File: config.mk
export PLATFORM = sky130hd
export DESIGN_NAME = daily_dose_alarm_scheduler_core
export DESIGN_NICKNAME = d
export VERILOG_FILES = /design/src/ddas_pkg.sv /design/src/ddas_front.sv /design/src/ddas_back.sv /design/src/daily_dose_alarm_scheduler_core.sv
export VERILOG_INCLUDE_DIRS = /design/src /design/src/src
export SDC_FILE = /design/constraint.sdc
export NUM_CORES = 2
export LEC_CHECK = 0
export BUFFER_PORTS_ARGS = -buffer_cell sky130_fd_sc_hd__buf_4
export CORE_MARGIN = 2
export CORE_UTILIZATION = 55
export DETAILED_ROUTE_END_ITERATION = 7
export GPL_TIMING_DRIVEN = 1
export PLACE_DENSITY = 0.74
export SETUP_SLACK_MARGIN = 0.3
export SLEW_MARGIN = 10
export SYNTH_ARGS = -nofsm -noshare
export SYNTH_HDL_FRONTEND = slang
export SYNTH_SLANG_ARGS = --single-unit
File: constraint.sdc
create_clock -name clock -period 8.1 [get_ports clock]
set_input_delay 1.62 -clock clock [delete_from_list [all_inputs] [get_ports clock]]
set_output_delay 1.62 -clock clock [all_outputs]
set_load 0.005 [all_outputs]
File: src/daily_dose_alarm_scheduler_core_macros.svh
// assertion macros for the daily dose alarm scheduler core
// included by files that carry concurrent checks
`ifndef DAILY_DOSE_ALARM_SCHEDULER_CORE_MACROS_SVH
`define DAILY_DOSE_ALARM_SCHEDULER_CORE_MACROS_SVH
`ifndef SYNTHESIS
`define DDAS_ASSERT(label, clk, rst, prop) \
   label: assert property (@(posedge clk) disable iff (rst) prop) \
      else $error("assertion failed");
`define DDAS_ASSERT_NORST(label, clk, prop) \
   label: assert property (@(posedge clk) prop) else $error("assertion failed");
`else
`define DDAS_ASSERT(label, clk, rst, prop)
`define DDAS_ASSERT_NORST(label, clk, prop)
`endif
`endif

File: src/ddas_pkg.sv
// shared types and constants for the daily dose alarm scheduler
// no dependencies
package ddas_pkg;
   localparam logic [1:0] ACT_TICK  = 2'd0;
   localparam logic [1:0] ACT_SLOT  = 2'd1;
   localparam logic [1:0] ACT_PUMP  = 2'd2;
   localparam logic [1:0] ACT_QUERY = 2'd3;
   localparam logic [31:0] GUARD_MS = 32'd3000;
   localparam logic [16:0] DAY_SECONDS = 17'd86400;
   localparam logic [8:0] NEVER_DAY = 9'd511;

   typedef struct packed {
      logic [1:0]  action;
      logic [1:0]  pump;
      logic [2:0]  slot;
      logic [16:0] now_sec;
      logic [8:0]  day_of_year;
      logic [31:0] now_ms;
      logic [16:0] slot_time_in;
      logic [15:0] dose_in;
      logic [15:0] rate_in;
      logic [3:0]  count_in;
   } req_type;

   typedef struct packed {
      logic        kind;
      logic [1:0]  pump_out;
      logic [15:0] run_seconds;
      logic [16:0] next_run_sec;
      logic        none_scheduled;
      logic        last;
   } rsp_type;
endpackage

File: src/ddas_front.sv
// front end: two-entry input queue ahead of the sequencer
// depends on ddas_pkg
module ddas_front import ddas_pkg::*; (
   input  logic    clock,
   input  logic    reset,
   input  logic    push,
   output logic    full,
   input  req_type req_item,
   output logic    cmd_valid,
   input  logic    cmd_take,
   output req_type cmd_item
);
   req_type q_ff [2];
   req_type q0_in, q1_in;
   logic [1:0] cnt_ff, cnt_in;
   logic acc, deq;

   assign full = cnt_ff[1];
   assign acc = push && !full;
   assign cmd_valid = cnt_ff != 2'd0;
   assign cmd_item = q_ff[0];
   assign deq = cmd_valid && cmd_take;

   always_comb begin
      cnt_in = cnt_ff + {1'b0, acc} - {1'b0, deq};
      q0_in = q_ff[0];
      q1_in = q_ff[1];
      if (deq) begin
         q0_in = q_ff[1];
      end
      if (acc) begin
         if (cnt_ff - {1'b0, deq} == 2'd0) begin
            q0_in = req_item;
         end else begin
            q1_in = req_item;
         end
      end
   end

   always_ff @(posedge clock) begin
      if (reset) begin
         cnt_ff <= 2'd0;
      end else begin
         cnt_ff <= cnt_in;
      end
      q_ff[0] <= q0_in;
      q_ff[1] <= q1_in;
   end
endmodule

File: src/ddas_back.sv
// back end: slot table, tick walk with serial divider, query search, result queue
// depends on ddas_pkg and the macro header
`include "daily_dose_alarm_scheduler_core_macros.svh"
module ddas_back import ddas_pkg::*; #(
   parameter int PUMP_COUNT = 4,
   parameter int SLOTS_PER_PUMP = 8
) (
   input  logic    clock,
   input  logic    reset,
   input  logic    cmd_valid,
   output logic    cmd_take,
   input  req_type cmd_item,
   output logic    empty,
   input  logic    pop,
   output rsp_type rsp_item
);
   localparam int TOTAL = PUMP_COUNT * SLOTS_PER_PUMP;
   localparam int IW = (TOTAL > 1) ? $clog2(TOTAL) : 1;
   localparam int PW = (PUMP_COUNT > 1) ? $clog2(PUMP_COUNT) : 1;
   localparam int QD = 4;

   localparam logic [2:0] S_IDLE  = 3'd0;
   localparam logic [2:0] S_READ  = 3'd1;
   localparam logic [2:0] S_CHECK = 3'd2;
   localparam logic [2:0] S_DIV   = 3'd3;
   localparam logic [2:0] S_EMIT  = 3'd4;
   localparam logic [2:0] S_QANS  = 3'd5;

   logic [16:0] time_mem [TOTAL];
   logic [15:0] dose_mem [TOTAL];
   logic [8:0]  fday_mem [TOTAL];
   logic [31:0] fms_mem  [TOTAL];
   logic [TOTAL-1:0] tvalid_ff, fvalid_ff;
   logic [15:0] rate_ff [PUMP_COUNT];
   logic [3:0]  count_ff [PUMP_COUNT];

   logic [2:0]  state_ff;
   req_type     cur_ff;
   logic [3:0]  p_ff;
   logic [3:0]  t_ff;
   logic [16:0] rd_time_ff;
   logic [15:0] rd_dose_ff;
   logic [8:0]  rd_day_ff;
   logic [31:0] rd_ms_ff;
   logic        rd_tv_ff, rd_fv_ff;
   logic [16:0] rem_ff;
   logic [15:0] quo_ff;
   logic [4:0]  dcnt_ff;
   logic [15:0] dose_ff;
   logic        found_ff;
   logic [16:0] best_ff, earliest_ff;
   logic        pend_ff;
   rsp_type     pend_item_ff;

   rsp_type     rq_ff [QD];
   logic [1:0]  rh_ff, rt_ff;
   logic [2:0]  rc_ff;

   logic [IW-1:0] idx, widx;
   logic [3:0]    used, cpump;
   logic [15:0]   rate_eff, cdose;
   logic [16:0]   ctime, back;
   logic [17:0]   sub;
   logic [8:0]    cday;
   logic [31:0]   cms;
   logic          gone, fire, qspace, pop_ok, q_push, pump_ok, slot_ok;
   rsp_type       q_item, ans_item;

   function automatic logic [IW-1:0] mk_idx(input logic [3:0] p, input logic [3:0] t);
      logic [31:0] v;
      v = 32'(p) * 32'(SLOTS_PER_PUMP) + 32'(t);
      return v[IW-1:0];
   endfunction

   assign idx = mk_idx(p_ff, t_ff);
   assign cpump = {2'b0, cmd_item.pump};
   assign widx = mk_idx(cpump, {1'b0, cmd_item.slot});
   assign pump_ok = 32'(cmd_item.pump) < PUMP_COUNT;
   assign slot_ok = pump_ok && (32'(cmd_item.slot) < SLOTS_PER_PUMP);
   assign used = (count_ff[p_ff[PW-1:0]] > 4'(SLOTS_PER_PUMP)) ? 4'(SLOTS_PER_PUMP)
                 : count_ff[p_ff[PW-1:0]];
   assign rate_eff = (rate_ff[p_ff[PW-1:0]] == 16'd0) ? 16'd1 : rate_ff[p_ff[PW-1:0]];
   assign ctime = rd_tv_ff ? rd_time_ff : 17'd0;
   assign cdose = rd_tv_ff ? rd_dose_ff : 16'd0;
   assign cday = rd_fv_ff ? rd_day_ff : NEVER_DAY;
   assign cms = rd_fv_ff ? rd_ms_ff : 32'd0;
   assign gone = (cday == cur_ff.day_of_year) && (cur_ff.now_ms - cms < GUARD_MS);
   assign fire = (ctime == cur_ff.now_sec) && !gone;
   assign back = cur_ff.now_sec - earliest_ff;
   assign qspace = rc_ff < 3'(QD);
   assign pop_ok = pop && !empty;
   assign sub = {1'b0, rem_ff[15:0], dose_ff[15]} - {2'b0, rate_eff};

   assign cmd_take = (state_ff == S_IDLE);
   assign empty = rc_ff == 3'd0;
   assign rsp_item = rq_ff[rh_ff];

   always_comb begin
      ans_item = '0;
      ans_item.kind = 1'b1;
      ans_item.pump_out = cur_ff.pump;
      ans_item.last = 1'b1;
      if (32'(cur_ff.pump) >= PUMP_COUNT || t_ff == 4'd0) begin
         ans_item.none_scheduled = 1'b1;
      end else if (found_ff) begin
         ans_item.next_run_sec = best_ff;
      end else if (back < DAY_SECONDS) begin
         ans_item.next_run_sec = DAY_SECONDS - back;
      end
      q_push = 1'b0;
      q_item = pend_item_ff;
      unique case (state_ff)
         S_DIV: q_push = (dcnt_ff == 5'd0) && pend_ff && qspace;
         S_EMIT: begin
            q_push = pend_ff && qspace;
            q_item.last = 1'b1;
         end
         S_QANS: begin
            q_push = qspace;
            q_item = ans_item;
         end
         default: q_push = 1'b0;
      endcase
   end

   always_ff @(posedge clock) begin
      if (reset) begin
         state_ff <= S_IDLE;
         tvalid_ff <= '0;
         fvalid_ff <= '0;
         pend_ff <= 1'b0;
         rh_ff <= 2'd0;
         rt_ff <= 2'd0;
         rc_ff <= 3'd0;
         for (int i = 0; i < PUMP_COUNT; i++) begin
            rate_ff[i] <= 16'd1;
            count_ff[i] <= 4'd0;
         end
      end else begin
         rc_ff <= rc_ff + {2'b0, q_push} - {2'b0, pop_ok};
         if (pop_ok) rh_ff <= rh_ff + 2'd1;
         if (q_push) begin
            rq_ff[rt_ff] <= q_item;
            rt_ff <= rt_ff + 2'd1;
         end
         unique case (state_ff)
            S_IDLE: if (cmd_valid) begin
               cur_ff <= cmd_item;
               p_ff <= (cmd_item.action == ACT_TICK) ? 4'd0 : cpump;
               t_ff <= 4'd0;
               found_ff <= 1'b0;
               best_ff <= 17'd0;
               earliest_ff <= 17'h1FFFF;
               if (cmd_item.action == ACT_TICK || cmd_item.action == ACT_QUERY) begin
                  state_ff <= S_READ;
               end
               if (cmd_item.action == ACT_SLOT && slot_ok) begin
                  time_mem[widx] <= cmd_item.slot_time_in;
                  dose_mem[widx] <= cmd_item.dose_in;
                  tvalid_ff[widx] <= 1'b1;
               end
               if (cmd_item.action == ACT_PUMP && pump_ok) begin
                  rate_ff[cpump[PW-1:0]] <= cmd_item.rate_in;
                  count_ff[cpump[PW-1:0]] <= cmd_item.count_in;
               end
            end
            S_READ: begin
               if (32'(p_ff) >= PUMP_COUNT) begin
                  state_ff <= (cur_ff.action == ACT_QUERY) ? S_QANS : S_EMIT;
               end else if (t_ff >= used) begin
                  if (cur_ff.action == ACT_QUERY) begin
                     state_ff <= S_QANS;
                  end else begin
                     p_ff <= p_ff + 4'd1;
                     t_ff <= 4'd0;
                  end
               end else begin
                  rd_time_ff <= time_mem[idx];
                  rd_dose_ff <= dose_mem[idx];
                  rd_day_ff <= fday_mem[idx];
                  rd_ms_ff <= fms_mem[idx];
                  rd_tv_ff <= tvalid_ff[idx];
                  rd_fv_ff <= fvalid_ff[idx];
                  state_ff <= S_CHECK;
               end
            end
            S_CHECK: begin
               if (cur_ff.action == ACT_QUERY) begin
                  if (ctime < earliest_ff) earliest_ff <= ctime;
                  if (ctime >= cur_ff.now_sec &&
                      (!found_ff || ctime - cur_ff.now_sec < best_ff)) begin
                     best_ff <= ctime - cur_ff.now_sec;
                     found_ff <= 1'b1;
                  end
                  t_ff <= t_ff + 4'd1;
                  state_ff <= S_READ;
               end else begin
                  if (fire) begin
                     fday_mem[idx] <= cur_ff.day_of_year;
                     fms_mem[idx] <= cur_ff.now_ms;
                     fvalid_ff[idx] <= 1'b1;
                  end
                  if (fire && cdose != 16'd0) begin
                     dose_ff <= cdose;
                     rem_ff <= 17'd0;
                     quo_ff <= 16'd0;
                     dcnt_ff <= 5'd16;
                     state_ff <= S_DIV;
                  end else begin
                     t_ff <= t_ff + 4'd1;
                     state_ff <= S_READ;
                  end
               end
            end
            S_DIV: begin
               if (dcnt_ff != 5'd0) begin
                  dose_ff <= {dose_ff[14:0], 1'b0};
                  if (!sub[17]) begin
                     rem_ff <= sub[16:0];
                     quo_ff <= {quo_ff[14:0], 1'b1};
                  end else begin
                     rem_ff <= {rem_ff[15:0], dose_ff[15]};
                     quo_ff <= {quo_ff[14:0], 1'b0};
                  end
                  dcnt_ff <= dcnt_ff - 5'd1;
               end else if (!pend_ff || qspace) begin
                  // the previous order leaves for the queue, the new one is held
                  pend_ff <= 1'b1;
                  pend_item_ff.kind <= 1'b0;
                  pend_item_ff.pump_out <= p_ff[1:0];
                  pend_item_ff.run_seconds <= quo_ff + {15'd0, rem_ff != 17'd0};
                  pend_item_ff.next_run_sec <= 17'd0;
                  pend_item_ff.none_scheduled <= 1'b0;
                  pend_item_ff.last <= 1'b0;
                  t_ff <= t_ff + 4'd1;
                  state_ff <= S_READ;
               end
            end
            S_EMIT: begin
               // end of tick walk: the held order goes out as the final one
               if (!pend_ff) begin
                  state_ff <= S_IDLE;
               end else if (qspace) begin
                  pend_ff <= 1'b0;
                  state_ff <= S_IDLE;
               end
            end
            S_QANS: if (qspace) begin
               state_ff <= S_IDLE;
            end
            default: state_ff <= S_IDLE;
         endcase
      end
   end

   `DDAS_ASSERT(a_rq_bound, clock, reset, rc_ff <= 3'(QD))
   `DDAS_ASSERT(a_no_over, clock, reset, (rc_ff == 3'(QD)) |-> !q_push)
   `DDAS_ASSERT(a_take_idle, clock, reset, cmd_take |-> (state_ff == S_IDLE))
   `DDAS_ASSERT(a_idle_no_hold, clock, reset, (state_ff == S_IDLE) |-> !pend_ff)
endmodule

File: src/daily_dose_alarm_scheduler_core.sv
// Daily dose alarm scheduler: a two-entry input queue feeds a sequencer that holds the
// slot table and walks it. Set slot and set pump items are done in the idle state. A query
// walks the active slots of its pump. A tick walks the active slots of every pump, and
// each firing slot with a nonzero dose goes through the shared restoring divider.
// Run orders pass through one held register and a four-entry result queue; a full
// queue stalls the walk.
// depends on ddas_pkg, ddas_front, ddas_back
module daily_dose_alarm_scheduler_core import ddas_pkg::*; #(
   parameter int PUMP_COUNT = 4,
   parameter int SLOTS_PER_PUMP = 8
) (
   input  logic        clock,
   input  logic        reset,
   input  logic        push,
   output logic        full,
   input  logic [1:0]  req_action,
   input  logic [1:0]  req_pump,
   input  logic [2:0]  req_slot,
   input  logic [16:0] req_now_sec,
   input  logic [8:0]  req_day_of_year,
   input  logic [31:0] req_now_ms,
   input  logic [16:0] req_slot_time_in,
   input  logic [15:0] req_dose_in,
   input  logic [15:0] req_rate_in,
   input  logic [3:0]  req_count_in,
   output logic        empty,
   input  logic        pop,
   output logic        rsp_kind,
   output logic [1:0]  rsp_pump_out,
   output logic [15:0] rsp_run_seconds,
   output logic [16:0] rsp_next_run_sec,
   output logic        rsp_none_scheduled,
   output logic        rsp_last
);
   req_type req_item, cmd_item;
   rsp_type rsp_item;
   logic cmd_valid, cmd_take;

   assign req_item = '{action: req_action, pump: req_pump, slot: req_slot,
      now_sec: req_now_sec, day_of_year: req_day_of_year, now_ms: req_now_ms,
      slot_time_in: req_slot_time_in, dose_in: req_dose_in, rate_in: req_rate_in,
      count_in: req_count_in};

   ddas_front u_front (.clock, .reset, .push, .full, .req_item,
      .cmd_valid, .cmd_take, .cmd_item);

   ddas_back #(.PUMP_COUNT(PUMP_COUNT), .SLOTS_PER_PUMP(SLOTS_PER_PUMP)) u_back (
      .clock, .reset, .cmd_valid, .cmd_take, .cmd_item, .empty, .pop, .rsp_item);

   assign rsp_kind = rsp_item.kind;
   assign rsp_pump_out = rsp_item.pump_out;
   assign rsp_run_seconds = rsp_item.run_seconds;
   assign rsp_next_run_sec = rsp_item.next_run_sec;
   assign rsp_none_scheduled = rsp_item.none_scheduled;
   assign rsp_last = rsp_item.last;
endmodule

Yosys cells after proc, flatten, opt, wreduce, memory -nomap -nowiden
Memories as Yosys holds them, arrays and structs flattened. A register that Yosys moved wholly into a read port is not among the register bits.
Cells that the tools add are included.
{"block": "classes", "addsub": 18, "n_div": 0, "reduce_logical": 51, "mul": 0, "n_eq_ne": 26, "bitwise_logic": 7, "shift": 0, "n_lt_le_gt_ge": 13, "mux": 119}
{"cell": "118-bit two-way mux", "count": 5}
{"cell": "17-bit two-way mux", "count": 14}
{"cell": "16-bit two-way mux", "count": 9}
{"cell": "17-bit one-hot mux with 2 select lines", "count": 3}
{"cell": "32-bit OR", "count": 2}
{"cell": "16-bit one-hot mux with 2 select lines", "count": 2}
{"cell": "4-bit two-way mux", "count": 14}
{"cell": "1-bit two-way mux", "count": 37}
{"cell": "37-bit two-way mux", "count": 1}
{"cell": "17-bit < comparator", "count": 2}
{"cell": "17-bit subtractor", "count": 2}
{"cell": "32-bit by 12-bit < comparator with 1-bit output (second input constant)", "count": 1}
{"cell": "32-bit two-way mux", "count": 1}
{"cell": "32-bit subtractor", "count": 1}
{"cell": "3-bit two-way mux", "count": 10}
{"cell": "5-bit AND reduction", "count": 4}
{"cell": "2-bit by 1-bit != test with 1-bit output (second input constant)", "count": 9}
{"cell": "3-bit one-hot mux with 6 select lines", "count": 1}
{"cell": "17-bit by 16-bit subtractor with 18-bit output", "count": 1}
{"cell": "17-bit equality test", "count": 1}
{"cell": "17-bit greater-or-equal comparator", "count": 1}
{"cell": "17-bit < comparator (second input constant)", "count": 1}
{"cell": "17-bit nonzero test", "count": 1}
{"cell": "17-bit subtractor (first input constant)", "count": 1}
{"cell": "55 further kinds", "count": 110}
{"block": "word_totals", "register_bits": 256, "n_memories": 8, "out_inout_bits": 40, "rom_bits": 0, "latchBits": 0, "ramBits": 2836}
{"name": "u_back.fms_mem", "depth": 32, "word_bits": 32, "rd": 1, "rd_clocked_by_memory_dff": 1, "wr": 1, "line": "ddas_back.sv:32", "source": "logic [31:0] fms_mem [TOTAL];"}
{"name": "u_back.time_mem", "depth": 32, "word_bits": 17, "rd": 1, "rd_clocked_by_memory_dff": 1, "wr": 1, "line": "ddas_back.sv:29", "source": "logic [16:0] time_mem [TOTAL];"}
{"name": "u_back.dose_mem", "depth": 32, "word_bits": 16, "rd": 1, "rd_clocked_by_memory_dff": 1, "wr": 1, "line": "ddas_back.sv:30", "source": "logic [15:0] dose_mem [TOTAL];"}
{"name": "u_back.fday_mem", "depth": 32, "word_bits": 9, "rd": 1, "rd_clocked_by_memory_dff": 1, "wr": 1, "line": "ddas_back.sv:31", "source": "logic [8:0] fday_mem [TOTAL];"}
{"name": "u_front.q_ff", "depth": 2, "word_bits": 118, "rd": 2, "rd_clocked_by_memory_dff": 0, "wr": 2, "line": "ddas_front.sv:13", "source": "req_type q_ff [2];"}
{"name": "u_back.rq_ff", "depth": 4, "word_bits": 38, "rd": 1, "rd_clocked_by_memory_dff": 1, "wr": 1, "line": "ddas_back.sv:55", "source": "rsp_type rq_ff [QD];"}
{"name": "2 more memories"}

Depth between registers and ports, before layout
{"block": "depth", "depth_word": 11, "ltp_mapped": 19, "ltp_nobuf": 19}

Modules after synthesis
Synthesis repeated with hierarchy kept, for this count alone.
{"block": "hier_totals", "cells_unflattened": 6862, "area_unflattened_um2": 126043.4}
{"mod": "ddas_back", "cells_per_inst": 5955, "area_per_inst_um2": 116566.8, "seq_area_each_um2": 87253.7, "n_inst": 1}
{"mod": "ddas_front", "cells_per_inst": 907, "area_per_inst_um2": 9476.6, "seq_area_each_um2": 5945.7, "n_inst": 1}

Worst setup path after synthesis
OpenSTA, ideal clock, no wires.
{"block": "synth_path", "path_kind": "reg-to-reg", "from": "register u_back.rd_fv_ff", "to": "register u_back.dcnt_ff[0], enable pin", "stages_incl_launch_ff": 16, "required_time_ns": 7.560, "path_buffers": 2, "arrival_ns": 7.092, "synth_period_minus_slack_ns": 7.633, "slack_ns": 0.467, "setup_ns": 0.540, "path_cell_list": "edfxtp_1 buf_4 clkbuf_1 nand2_1 ha_1 o21ai_0 o21bai_1 a21oi_1 o21ai_1 a211oi_2 nor4_1 or4_1 nor3b_1 nand4_1 nand4_1 o21ai_0"}
{"block": "synth_between", "elab_chain_len": 9}
{"element": "from (decl)", "line": "ddas_back.sv:45", "source": "logic rd_tv_ff, rd_fv_ff;"}
{"element": "from (signal assigned)", "line": "ddas_back.sv:183", "source": "rd_fv_ff <= fvalid_ff[idx];"}
{"element": "32-bit two-way mux", "line": "ddas_back.sv:86", "source": "assign cms = rd_fv_ff ? rd_ms_ff : 32'd0;"}
{"element": "32-bit subtractor", "line": "ddas_back.sv:87", "source": "assign gone = (cday == cur_ff.day_of_year) && (cur_ff.now_ms - cms < GUARD_MS);"}
{"element": "32-bit by 12-bit < comparator with 1-bit output", "line": "ddas_back.sv:87"}
{"element": "1-bit logical AND *", "line": "ddas_back.sv:87"}
{"element": "1-bit logical NOT *", "line": "ddas_back.sv:88", "source": "assign fire = (ctime == cur_ff.now_sec) && !gone;"}
{"element": "1-bit logical AND *", "line": "ddas_back.sv:88"}
{"element": "1-bit logical AND *", "line": "ddas_back.sv:203", "source": "if (fire && cdose != 16'd0) begin"}
{"element": "2-bit by 1-bit != test with 1-bit output (no source line) *"}
{"element": "5-bit AND reduction (no source line) *"}
{"element": "to (signal assigned)", "line": "ddas_back.sv:225", "source": "dcnt_ff <= dcnt_ff - 5'd1;"}
{"element": "to (decl)", "line": "ddas_back.sv:48", "source": "logic [4:0] dcnt_ff;"}
Every way passes the cells marked *; elsewhere a longest branch is shown, timed or not.
A chain may end at the register's enable or synchronous reset.

Worst setup path after layout
{"block": "layout_path", "from": "register u_back.rd_fv_ff", "to": "memory u_back.fms_mem[0][16], enable pin"}
{"block": "layout_between", "elab_chain_len": 11}
{"element": "32-bit two-way mux", "line": "ddas_back.sv:86"}
{"element": "32-bit subtractor", "line": "ddas_back.sv:87"}
{"element": "32-bit by 12-bit < comparator with 1-bit output", "line": "ddas_back.sv:87"}
{"element": "1-bit logical AND *", "line": "ddas_back.sv:87"}
{"element": "1-bit logical NOT *", "line": "ddas_back.sv:88"}
{"element": "1-bit logical AND *", "line": "ddas_back.sv:88"}
{"element": "1-bit two-way mux *", "line": "ddas_back.sv:198", "source": "if (fire) begin"}
{"element": "1-bit two-way mux *", "line": "ddas_back.sv:188", "source": "if (cur_ff.action == ACT_QUERY) begin"}
{"element": "1-bit two-way mux *", "line": "ddas_back.sv:146", "source": "unique case (state_ff)"}
{"element": "1-bit two-way mux *", "line": "ddas_back.sv:127", "source": "if (reset) begin"}
{"element": "1-bit two-way mux (implied by the code) *", "line": "ddas_back.sv:200", "source": "fms_mem[idx] <= cur_ff.now_ms;"}
{"element": "to (decl)", "line": "ddas_back.sv:32"}
Marks and branches as above.

==> out/metrics.yaml <==
worst_setup_path:
  crit_path_max_fanout: 63
  cp_data_required_time_ns: 8.64
  cp_slowest_cell: "edfxtp_1"
  critPathLaunchType: "flip-flop"
  slowest_delay_ns: 0.85
  crit_type: "flip-flop to flip-flop"
  worstSetupEndpointType: "flip-flop"
  crit_chain: "buf_4, nand2_1, ha_1, inv_1, a222oi_1, or3b_2, nor4_1, o211ai_1, nor3_1, o2111ai_1, or4b_1, nand4b_4, o311ai_4, buf_4, nor3_2, buf_4"
  arrival_ns: 6.65
  crit_buf_inv: 4
  critPathTopFamily: "simple AND/OR/NAND/NOR gates"
  crit_top_cell: "buf_4"
clock_tree:
  hold_buffers: 0
  clockRootBuffer: "clkbuf_16"
  cts_tree: "built"
  clk_pin_slew_ns: 0.06
  clock_path_buffers: 4
  clkLatencyLatePin_ns: 0.97
  clock_sinks: 3170
  cts_buffers: 327
  cts_resized: 0
  postCtsSetupBuffers: 0
  h-tree-depth: 5
yosys:
  ys_warn_count: 0
  syn_avg_cell_area_um2: 19.2
  synth_fp_nets: 6745
  synth_edf_count: 2971
  async_reset_ff_frac: 0
  yosysSeqAreaShare: 0.749
  ys_seq_elements: 3170
  ys.flop_type: "edfxtp_1"
  postSynthCellCount: 6482
  synthDistinctLibCells: 75
  netlist_area_um2: 124000
die:
  start_util: 0.553
  die_width_um: 480
  die_h_um: 480
  die_area_um2: 230000
  fp-row-count: 174
  ios: 162
  placeableCoreArea_um2: 225000
layout:
  drive_gt1_frac: 0.224
  final_util: 0.624
  nets: 7080
  area_growth_syn_to_layout_pct: 12.8
drt:
  firstDrtPassIters: 8
  wl_per_cell_um: 29.6
  vias_per_cell: 6.48
  ant_nets: 0
  route.detailed.drc: 1
  wirelength_um: 298000
  vias: 65200
  first_iter_violations: 8808
timing:
  tightestPinTransition_ns: 1.35
  drv_slew: 0
  hold_ws_ns: 0.370
  min_period_ns: 6.11
  maxSlewHeadroom: 0.0987
  setup_viol: 0
  fmax_mhz: 164
  finalClockSkew_ns: 0.0775
  rsz0062_at_grt: "no"
  hold_viol: 0
  fin_crit_sh: 0.755
  fin_tns_setup_ns: 0
placement:
  portBuffers: 161
  gp_congestion: 0.888
  dp_hpwl_um: 165000
grt:
  grt.overflow.total: 0
  antenna_found_initial: 21
  grt_max_degree: 138
  grt_pass1_vias: 64200
  grt_pass1_wl_um: 434000
  track_usage: 0.258
status:
  violations: "design-rule violations"
  status: "finished, violations left"
power_and_ir_drop:
  peakVddDrop_mv: 0.299
  p_leak_uw: 0.0458
  powerDensity_nw_per_um2: 321
worst_hold_path:
  min_path_type: "flip-flop to flip-flop"
run:
  maxCapViolCount: 0
## power breakdown
part           switching [µW]  internal (µW)
sequential               1320          20300
combinational            5700           3330
clock                    6050           8300
total                   13100          32000
## flip-flops by register name, summed over array words and instances (netlist names), 60 cells and up, named ones only
register / cells
u_back.fday_mem: 288
u_back.dose_mem: 512
u_back.rq_ff: 152
u_back.fms_mem: 1024
u_front.q_ff: 236
u_back.cur_ff: 60
u_back.rate_ff: 64
u_back.time_mem: 544
## cells in the final DEF (no fill, tap or decap), types with 46 or more instances in the layout
cell,Yosys,final
edfxtp_1,2971,2971
mux4_2,666,666
clkbuf_16,0,335
nand2_1,334,334
buf_4,1,322
a22oi_1,304,304
dfxtp_1,199,198
o21ai_0,195,190
nor2_1,183,143
ha_1,137,137
mux2i_1,128,128
inv_1,126,125
nand4_1,92,92
a21oi_1,91,91
and3_1,76,72
clkinv_1,0,68
and2_1,67,66
xnor2_1,60,60
clkbuf_1,245,60
a21o_1,52,52
nand3_1,47,47
clkinv_2,0,46
## Yosys cell counts (all sizes together), types with 76 or more instances
| master | instances | area, µm² |
|---|---|---|
| buf | 86 | 379 |
| mux2i | 128 | 1280 |
| dfxtp | 199 | 3980 |
| edfxtp | 2971 | 89200 |
| nand4 | 92 | 576 |
| o21ai | 197 | 986 |
| clkbuf | 245 | 920 |
| and3 | 76 | 475 |
| mux4 | 666 | 15000 |
| a21oi | 91 | 455 |
| inv | 127 | 479 |
| ha | 137 | 1710 |
| nor2 | 183 | 687 |
| nand2 | 334 | 1250 |
| a22oi | 304 | 2280 |
## logic make-up after synthesis
kind of cell	synth area share
buf+inv	0.0143
simple gates	0.0400
mux	0.131
fa+ha+maj	0.0144
compound gates	0.0440
xor+xnor	0.00676
flops	0.749
## final timing paths
| path | from | to | slack [ns] | cells past startpoint |
|---|---|---|---|---|
| max | u_back.rd_fv_ff | u_back.fms_mem[0][16] | 1.99 | 16 |
| min | u_front.q_ff[0][69] | u_back.cur_ff[69] | 0.37 | 0 |
| max reg2reg | u_back.rd_fv_ff | u_back.fms_mem[0][16] | 1.99 | 16 |
| min reg2reg | u_front.q_ff[0][69] | u_back.cur_ff[69] | 0.37 | 0 |
## worst register-to-register path, stage by stage, from the launching register on
cell and delay (ns):
edfxtp_1 0.85, buf_4 0.37, nand2_1 0.09, ha_1 0.38, inv_1 0.14, a222oi_1 0.30, or3b_2 0.46, nor4_1 0.17
o211ai_1 0.15, nor3_1 0.27, o2111ai_1 0.17, or4b_1 0.48, nand4b_4 0.19, o311ai_4 0.31, buf_4 0.75, nor3_2 0.18
buf_4 0.42
## per-stage QoR
| stage | setup WS (ns) | instances | power, µW | area [µm²] |
|---|---|---|---|---|
| 2_1_floorplan | 0.467 | 6482 | 27200 | 124000 |
| 3_3_place_gp | 2.19 | 9479 | 30600 | 130000 |
| 3_5_place_dp | 2.12 | 9479 | 30900 | 130000 |
| 4_1_cts | 2.05 | 10100 | 45200 | 140000 |
| 5_1_grt | 1.71 | 10100 | 46700 | 140000 |
| 6_report | 1.99 | 10100 | 45000 | 140000 |
## routing by layer
layer  wire length, µm  share of wire  GRT usage
met4              6410          0.022     0.0635
met5                98        0.00033          0
met1            120000           0.40      0.383
met2            139000           0.47      0.394
met3             32100           0.11     0.0560
## area by class of cell
class	count	area, µm²
fill	14900	84600
clock inverter	160	1280
inverter	127	479
multi-input combinational	2854	30000
sequential	3170	93200
tap	2992	3740
clock buffer	418	8910
timing repair buffer	337	2720
antenna	3	7.51
Power figures use the tool's default switching activity.
